==> src/rtl/deadline_table_engine_top_assert.svh <==
// Assertion macros for the deadline table engine.
`ifndef DEADLINE_TABLE_ENGINE_TOP_ASSERT_SVH
`define DEADLINE_TABLE_ENGINE_TOP_ASSERT_SVH

// antecedent holds -> consequent holds in the next cycle
`define DTE_ASSERT_NEXT(lbl, ante, cons, msg) \
    lbl: assert property (@(posedge i_clk) disable iff (!i_rst_n) (ante) |=> (cons)) \
        else $error(msg);

// antecedent holds -> consequent holds in the same cycle
`define DTE_ASSERT_SAME(lbl, ante, cons, msg) \
    lbl: assert property (@(posedge i_clk) disable iff (!i_rst_n) (ante) |-> (cons)) \
        else $error(msg);

`endif

==> src/rtl/dte_pkg.sv <==
// Shared types and constants of the deadline table engine.
`default_nettype none
package dte_pkg;

    localparam int SLOTS  = 16;
    localparam int SLOT_W = (SLOTS > 1) ? $clog2(SLOTS) : 1;
    localparam int CUR_W  = $clog2(SLOTS + 1);
    localparam int DL_W   = 63;

    typedef enum logic [2:0] {
        OP_FIND_FREE = 3'd0,
        OP_WRITE     = 3'd1,
        OP_EARLIEST  = 3'd2,
        OP_COUNT     = 3'd3,
        OP_NEXT      = 3'd4
    } t_op;

    typedef enum logic [1:0] {
        S_IDLE,
        S_SCAN,
        S_DONE
    } t_state;

    typedef struct packed {
        logic [2:0]      op;
        logic [3:0]      slot_index;
        logic [DL_W-1:0] new_deadline;
        logic [DL_W-1:0] now_time;
    } t_in;

    typedef struct packed {
        logic            found;
        logic [3:0]      result_index;
        logic [DL_W-1:0] result_deadline;
        logic [4:0]      active_count;
    } t_out;

    // control from the sequencer to the scan unit
    typedef struct packed {
        logic              start;
        logic              en;
        logic [SLOT_W-1:0] step;
        t_in               item;
    } t_scan_ctl;

endpackage
`default_nettype wire

==> src/rtl/dte_cell.sv <==
// One slot of the deadline ring: holds a deadline, shifts it to its neighbor.
`default_nettype none
module dte_cell (
    input  wire logic                      i_clk,
    input  wire logic                      i_rst_n,
    input  wire logic                      i_shift,
    input  wire logic [dte_pkg::DL_W-1:0]  i_shift_data,
    input  wire logic                      i_wr,
    input  wire logic [dte_pkg::DL_W-1:0]  i_wr_data,
    output logic      [dte_pkg::DL_W-1:0]  o_deadline
);

    logic [dte_pkg::DL_W-1:0] r_deadline;

    always_ff @(posedge i_clk) begin
        if (!i_rst_n) begin
            r_deadline <= '0;
        end else if (i_shift) begin
            r_deadline <= i_shift_data;
        end else if (i_wr) begin
            r_deadline <= i_wr_data;
        end
    end

    assign o_deadline = r_deadline;

endmodule
`default_nettype wire

==> src/rtl/dte_scan.sv <==
// Scan unit: examines the slot at the head of the ring once per cycle while enabled.
`default_nettype none
module dte_scan (
    input  wire logic                     i_clk,
    input  wire logic                     i_rst_n,
    input  wire dte_pkg::t_scan_ctl       i_ctl,
    input  wire logic [dte_pkg::DL_W-1:0] i_head,
    output dte_pkg::t_out                 o_res
);

    logic [2:0]                   r_op;
    logic [dte_pkg::DL_W-1:0]     r_now;
    logic                         r_found, n_found;
    logic [dte_pkg::SLOT_W-1:0]   r_idx, n_idx;
    logic [dte_pkg::DL_W-1:0]     r_dl, n_dl;
    logic [dte_pkg::CUR_W-1:0]    r_cnt, n_cnt;
    logic [dte_pkg::CUR_W-1:0]    r_cursor, n_cursor;
    logic                         active;
    logic                         past_cursor;
    logic [dte_pkg::CUR_W-1:0]    step_ext;

    assign active      = (i_head != '0) && (i_head > r_now);
    assign step_ext    = dte_pkg::CUR_W'(i_ctl.step);
    assign past_cursor = (step_ext >= r_cursor);

    always_comb begin
        n_found  = r_found;
        n_idx    = r_idx;
        n_dl     = r_dl;
        n_cnt    = r_cnt;
        n_cursor = r_cursor;
        if (i_ctl.start) begin
            n_found = 1'b0;
            n_idx   = '0;
            n_dl    = '0;
            n_cnt   = '0;
            if (i_ctl.item.op == dte_pkg::OP_WRITE &&
                32'(i_ctl.item.slot_index) < dte_pkg::SLOTS) begin
                n_found = 1'b1;
                n_idx   = dte_pkg::SLOT_W'(i_ctl.item.slot_index);
                n_dl    = i_ctl.item.new_deadline;
            end
        end else if (i_ctl.en) begin
            unique case (r_op)
                dte_pkg::OP_FIND_FREE: begin
                    if (!r_found && !active) begin
                        n_found = 1'b1;
                        n_idx   = i_ctl.step;
                    end
                end
                dte_pkg::OP_EARLIEST: begin
                    if (active && (!r_found || i_head < r_dl)) begin
                        n_found = 1'b1;
                        n_idx   = i_ctl.step;
                        n_dl    = i_head;
                    end
                end
                dte_pkg::OP_COUNT: begin
                    if (active) begin
                        n_cnt = r_cnt + 1'b1;
                    end
                end
                dte_pkg::OP_NEXT: begin
                    // cursor moves past every slot examined, stops after a hit
                    if (!r_found && past_cursor) begin
                        n_cursor = step_ext + 1'b1;
                        if (active) begin
                            n_found = 1'b1;
                            n_idx   = i_ctl.step;
                            n_dl    = i_head;
                        end
                    end
                end
                default: begin
                end
            endcase
        end
    end

    always_ff @(posedge i_clk) begin
        if (i_ctl.start) begin
            r_op  <= i_ctl.item.op;
            r_now <= i_ctl.item.now_time;
        end
        r_idx <= n_idx;
        r_dl  <= n_dl;
    end

    always_ff @(posedge i_clk) begin
        if (!i_rst_n) begin
            r_found  <= 1'b0;
            r_cnt    <= '0;
            r_cursor <= '0;
        end else begin
            r_found  <= n_found;
            r_cnt    <= n_cnt;
            r_cursor <= n_cursor;
        end
    end

    assign o_res.found           = r_found;
    assign o_res.result_index    = 4'(r_idx);
    assign o_res.result_deadline = r_dl;
    assign o_res.active_count    = 5'(r_cnt);

endmodule
`default_nettype wire

==> src/rtl/deadline_table_engine_top.sv <==
// Top level of the deadline table engine: slot ring, sequencer, output register.
// A write or an unused op goes from idle straight to the done state; a search (find
// free, earliest, count, next) first runs one full turn of the ring in the scan state.
// The slot ring turns once per cycle in the scan state past one shared scan unit; one
// item in work at a time, so a new input is taken only in the idle state.
// Reset (synchronous, active low) clears all slots, the read cursor and handshakes.
`default_nettype none
`include "deadline_table_engine_top_assert.svh"
module deadline_table_engine_top (
    input  wire logic            i_clk,
    input  wire logic            i_rst_n,
    input  wire logic            i_in_valid,
    output logic                 o_in_ready,
    input  wire dte_pkg::t_in    i_in,
    output logic                 o_out_valid,
    input  wire logic            i_out_ready,
    output dte_pkg::t_out        o_out
);

    dte_pkg::t_state              r_state, n_state;
    logic [dte_pkg::SLOT_W-1:0]   r_step;
    logic                         r_out_valid;
    dte_pkg::t_out                r_out;
    dte_pkg::t_out                scan_res;
    dte_pkg::t_scan_ctl           ctl;
    logic                         in_ready;
    logic                         shift;
    logic                         load_out;
    logic                         start;
    logic                         is_search;
    logic                         last_step;
    logic                         wr_ok;
    logic [dte_pkg::DL_W-1:0]     cell_q [dte_pkg::SLOTS];

    assign start     = in_ready && i_in_valid;
    assign last_step = (32'(r_step) == dte_pkg::SLOTS - 1);
    assign is_search = (i_in.op == dte_pkg::OP_FIND_FREE) ||
                       (i_in.op == dte_pkg::OP_EARLIEST) ||
                       (i_in.op == dte_pkg::OP_COUNT) ||
                       (i_in.op == dte_pkg::OP_NEXT);
    assign wr_ok     = start && (i_in.op == dte_pkg::OP_WRITE) &&
                       (32'(i_in.slot_index) < dte_pkg::SLOTS);

    // next state
    always_comb begin
        n_state = r_state;
        unique case (r_state)
            dte_pkg::S_IDLE: begin
                if (start) begin
                    n_state = is_search ? dte_pkg::S_SCAN : dte_pkg::S_DONE;
                end
            end
            dte_pkg::S_SCAN: begin
                if (last_step) begin
                    n_state = dte_pkg::S_DONE;
                end
            end
            dte_pkg::S_DONE: begin
                if (!r_out_valid || i_out_ready) begin
                    n_state = dte_pkg::S_IDLE;
                end
            end
            default: n_state = dte_pkg::S_IDLE;
        endcase
    end

    // state outputs
    always_comb begin
        in_ready = 1'b0;
        shift    = 1'b0;
        load_out = 1'b0;
        unique case (r_state)
            dte_pkg::S_IDLE: in_ready = i_rst_n;
            dte_pkg::S_SCAN: shift    = 1'b1;
            dte_pkg::S_DONE: load_out = !r_out_valid || i_out_ready;
            default: begin
            end
        endcase
    end

    always_ff @(posedge i_clk) begin
        if (!i_rst_n) begin
            r_state     <= dte_pkg::S_IDLE;
            r_step      <= '0;
            r_out_valid <= 1'b0;
        end else begin
            r_state <= n_state;
            // step wraps to zero after a full turn so the ring is home again
            if (shift) begin
                r_step <= last_step ? '0 : r_step + 1'b1;
            end
            if (load_out) begin
                r_out_valid <= 1'b1;
            end else if (i_out_ready) begin
                r_out_valid <= 1'b0;
            end
        end
    end

    always_ff @(posedge i_clk) begin
        if (load_out) begin
            r_out <= scan_res;
        end
    end

    // ring of slots: cell k takes from cell k+1, cell 0 is the head
    for (genvar k = 0; k < dte_pkg::SLOTS; k++) begin : g_cell
        dte_cell u_cell (
            .i_clk        (i_clk),
            .i_rst_n      (i_rst_n),
            .i_shift      (shift),
            .i_shift_data (cell_q[(k + 1) % dte_pkg::SLOTS]),
            .i_wr         (wr_ok && (32'(i_in.slot_index) == k)),
            .i_wr_data    (i_in.new_deadline),
            .o_deadline   (cell_q[k])
        );
    end

    assign ctl.start = start;
    assign ctl.en    = shift;
    assign ctl.step  = r_step;
    assign ctl.item  = i_in;

    dte_scan u_scan (
        .i_clk   (i_clk),
        .i_rst_n (i_rst_n),
        .i_ctl   (ctl),
        .i_head  (cell_q[0]),
        .o_res   (scan_res)
    );

    assign o_in_ready  = in_ready;
    assign o_out_valid = r_out_valid;
    assign o_out       = r_out;

    `DTE_ASSERT_NEXT(a_search_enters_scan, start && is_search,
        r_state == dte_pkg::S_SCAN && r_step == '0, "search did not start at ring home")
    `DTE_ASSERT_NEXT(a_scan_full_turn, r_state == dte_pkg::S_SCAN && last_step,
        r_state == dte_pkg::S_DONE && r_step == '0, "ring not home after a full turn")
    `DTE_ASSERT_NEXT(a_done_waits, r_state == dte_pkg::S_DONE && r_out_valid && !i_out_ready,
        r_state == dte_pkg::S_DONE, "result dropped while output stalled")
    `DTE_ASSERT_SAME(a_ready_only_home, o_in_ready,
        r_step == '0 && !shift, "input taken while ring rotated")

endmodule
`default_nettype wire
==> config.mk <==
export PLATFORM = sky130hd
export DESIGN_NAME = deadline_table_engine_top
export DESIGN_NICKNAME = d
export VERILOG_FILES = /design/src/rtl/dte_pkg.sv /design/src/rtl/dte_cell.sv /design/src/rtl/dte_scan.sv /design/src/rtl/deadline_table_engine_top.sv
export VERILOG_INCLUDE_DIRS = /design/src /design/src/rtl
export SDC_FILE = /design/constraint.sdc
export NUM_CORES = 2
export LEC_CHECK = 0
export ABC_CLOCK_PERIOD_IN_PS = 8800
export BUFFER_PORTS_ARGS = -buffer_cell sky130_fd_sc_hd__buf_4
export CORE_MARGIN = 1.5
export CORE_UTILIZATION = 44
export CTS_CLUSTER_SIZE = 20
export DETAILED_ROUTE_END_ITERATION = 16
export GPL_TIMING_DRIVEN = 0
export PLACE_DENSITY = 0.58
export SLEW_MARGIN = 20
export SYNTH_ARGS = -nofsm -noshare
export SYNTH_HDL_FRONTEND = slang
export SYNTH_SLANG_ARGS = --single-unit
==> constraint.sdc <==
create_clock -name i_clk -period 8.8 [get_ports i_clk]
set_input_delay 1.76 -clock i_clk [delete_from_list [all_inputs] [get_ports i_clk]]
set_output_delay 1.76 -clock i_clk [all_outputs]
set_load 0.01 [all_outputs]
==> results.md <==
- Async S/R FF share, synth: 0
- Number of max-cap violations: 0
- # IOs: between 200 and 250
- Area of the core: 0.1203 mm2
- Final Util: 0.5133
- Top cell type by total area after synthesis: sky130_fd_sc_hd__dfxtp_1
- Maximum buffer depth of the clock tree: 3
- Portion of the post-synthesis area used by sequential elements: 0.4997
- Root cell of the clock tree: sky130_fd_sc_hd__clkbuf_16
- LEAKAGE: approximately 0.034 uW
- DIE WIDTH: approximately 350 um
- Worst setup skew after layout: approximately 21 ps
- Number of nets in the layout: about 6300
- Reg-to-reg slack, setup: 4450 ps
- Sinks on the clock net: between 1000 and 1500
- Top cells by area, synth: sky130_fd_sc_hd__dfxtp_1, sky130_fd_sc_hd__o211a_1, sky130_fd_sc_hd__edfxtp_1, sky130_fd_sc_hd__a21oi_1, sky130_fd_sc_hd__nand2_1
- Run status: completed
- Final Instance Count excl. Fillers: ~7800
- Capture instance of the worst register-to-register path: u_scan.r_dl[20]$_DFFE_PP_
- Power density cells: 241.0 mW/mm2
- Post-synthesis sequential element count: roughly 1200
- DIE HEIGHT: approximately 350 um
- Site Rows: about 130
- CTS tree: done
- Count of nets left with antenna violations after detail routing: 0
- Data required time at the worst endpoint: slightly above 9000 ps
- Largest net degree at the start of global routing: 51
- Dpl hpwl: about 130000 um
- Post-detailed-route wirelength per cell: approximately 22 um
- Number of clock buffers inserted by TritonCTS: around 140
- Biggest fanout along the worst timing path: 16
- Peak ir drop on the vdd network: approximately 0.15 mV
- Hold path depth: 0
- Violation count after the first detailed-routing iteration: between 3000 and 4000
- Total number of yosys warnings: 0
- Total via count in the routed design: about 43000
- Overall fraction of global-route tracks in use: 0.2676
- Wire length of the first global-routing pass: around 260000 um
- Most frequent cells in the layout: sky130_fd_sc_hd__nand2_1, sky130_fd_sc_hd__a21oi_1, sky130_fd_sc_hd__dfxtp_1
- Post-Syn Area: 0.05348 mm2
- Share of post-route cells with drive strength above 1: 0.09359
- Area growth, synth to finish: 15.44%
- Post-synth top flop: sky130_fd_sc_hd__dfxtp_1
- Count of endpoints failing hold in the final timing report: 0
- Slew of the pin with the lowest slew margin: between 1000 and 1500 ps
- Worst Reg2Reg Path Length in Cells: 11
- Hold_buf cts: 0
- Routability Congestion: 0.8895
- Beginning of the worst register-to-register path: g_cell[0].u_cell.o_deadline[1]$_SDFFE_PN0P_
- Critical path startpoint category: register
- Syn Inst Count: 5701
- Setup fix buffers added after clock tree synthesis: 0
- Initial core utilization: 0.4446
- Post-layout worst setup margin: around 4400 ps
- Clock-pin transition on the worst setup and hold timing paths: approximately 60 ps
- Wirelength, routed: ~170000 um
- Total die area: roughly 0.12 mm2
- Count of buffers from port buffering: 210
- Final cycle utilization of the critical path: 0.4946
- Hold-critical path endpoint: o_out[68]$_DFFE_PP_
- Most frequent standard cell in the layout excluding fill and tap cells: sky130_fd_sc_hd__nand2_1
- Setup Crit Path Kind: register to register
- Element type at the critical path end: register
- Count of TritonRoute iterations in the first routing pass: 6
- Total number of H-tree levels: 4
- Place WS: 3767 ps
- Via count of the first global-routing pass: ~42000
- Critical path arrival: between 4000 and 5000 ps
- Post-synth net total: 5969
- Count of cell types in the netlist: between 50 and 60
- Placed instance count: between 7000 and 8000
- Mean post-synth cell area: between 9 and 10 um2
- Start point of the worst min-delay path: u_scan.r_idx[0]$_DFFE_PP_
- Initial antenna violation count: 0
- Worst-case headroom to the max-slew limit: 0.1943
- Remaining global-route overflow: 0
- HP Class: register to register
- Pins over their slew limit: 0
- Post-layout min period: roughly 4400 ps
- RSZ-0062 raised after global routing: no
- Top achievable clock speed: 229.7 MHz
- First element of the critical path: g_cell[0].u_cell.o_deadline[1]$_SDFFE_PN0P_
- DR vias/cell: approximately 5.5
- Total setup violations reported at the end of the flow: 0
- Source-to-sink clock delay at the later pin of the worst-skew pair: about 750 ps
- Share of the synthesized area in the top cell type: 0.3840
- Post-synth EDFFs: between 200 and 250
- Count of instances resized after the clock tree is built: 0
- Post-route DRC: 0
## final cells by class
| cell class | instances | area [um2] |
|---|---|---|
| Buffer | 598 | 2512 |
| Timing Repair Buffer | 218 | 1708 |
| Fill cell | 11390 | 58540 |
| Sequential cell | 1232 | 26730 |
| Clock buffer | 198 | 4056 |
| Clock inverter | 48 | 436.7 |
| Multi-Input combinational cell | 3736 | 23780 |
| Tap cell | 1612 | 2017 |
| Inverter | 135 | 506.7 |
| Antenna cell | 1 | 2.502 |
## worst max path at each step
| stage | slack [ps] | cells after the start | endpoint |
|---|---|---|---|
| after floorplan | 1450 | 11 | u_scan.r_dl[0]$_DFFE_PP_ |
| after global placement | -1660 | 9 | u_scan.r_dl[23]$_DFFE_PP_ |
| after detailed placement | 3770 | 9 | g_cell[15].u_cell.o_deadline[45]$_SDFFE_PN0P_ |
| after CTS | 4280 | 11 | u_scan.r_dl[25]$_DFFE_PP_ |
| after global routing | 4180 | 11 | u_scan.r_dl[23]$_DFFE_PP_ |
| final | 4450 | 11 | u_scan.r_dl[20]$_DFFE_PP_ |
## kinds of logic after synthesis
kind of cell / synth area share
DFF: 0.4997
adders and majority gates: 0.03065
buffers and inverters: 0.05636
muxes: 0.0007486
and+or+nand+nor: 0.1093
xor gates and xnor gates: 0.001310
AOI/OAI and AO/OA: 0.3019
## registers in the layout (all words and copies together) (netlist names)
name / count
o_out_valid: 1
u_scan.r_cnt: 5
r_state: 2
u_scan.r_dl: 63
u_scan.r_now: 63
u_scan.r_cursor: 5
u_scan.r_op: 3
r_step: 4
u_scan.r_idx: 4
g_cell.u_cell.o_deadline: 1008
o_out: 73
u_scan.r_found: 1
## layer usage
layer	vias up	routed length (um)	track usage
met1	19990	79470	0.3690
met5	-	0	0
met4	0	5070	0.08929
met2	1104	75460	0.4336
li1	21180	-	-
met3	239	8175	0.03270
## critical path, stage by stage, from the launching register on
cell and delay, ps:
sky130_fd_sc_hd__dfxtp_1 450, sky130_fd_sc_hd__ha_1 280, sky130_fd_sc_hd__a211o_1 280, sky130_fd_sc_hd__a2111oi_0 580, sky130_fd_sc_hd__o21ai_0 270, sky130_fd_sc_hd__a2111oi_2 700, sky130_fd_sc_hd__o31a_1 230, sky130_fd_sc_hd__o32a_2 150
sky130_fd_sc_hd__nand2_1 100, sky130_fd_sc_hd__o31ai_4 500, sky130_fd_sc_hd__buf_6 270, sky130_fd_sc_hd__buf_6 210
## cell usage after synthesis (all sizes together) (5+ instances only)
cell,n
edfxtp,206
nor3,5
inv,135
nor2b,9
xnor2,5
o211a,1009
nor4,21
nand4,24
clkbuf,476
a211oi,8
buf,122
nand2,1170
a21oi,1061
dfxtp,1026
nor2,24
a21o,13
o21ai,47
and2,65
ha,131
nand3,84
a221oi,5
nand2b,7
## report_power, final
part / internal (uW) / total (uW) / switching [uW]
sequential: 6330 / 6740 / 405
combinational: 879 / 2390 / 1510
clock: 3380 / 5760 / 2380
## stage by stage
step	hold slack [ps]	instance area, um2	setup TNS [ps]	total power (uW)
2_1_floorplan	400.3	53480	0	8314
3_3_place_gp	401.0	57080	-104210	9163
3_5_place_dp	405.6	57250	0	9207
4_1_cts	419.4	61740	0	14940
5_1_grt	423.6	61740	0	15500
6_report	418.8	61740	0	14880
(Power assumes the default switching activity.)
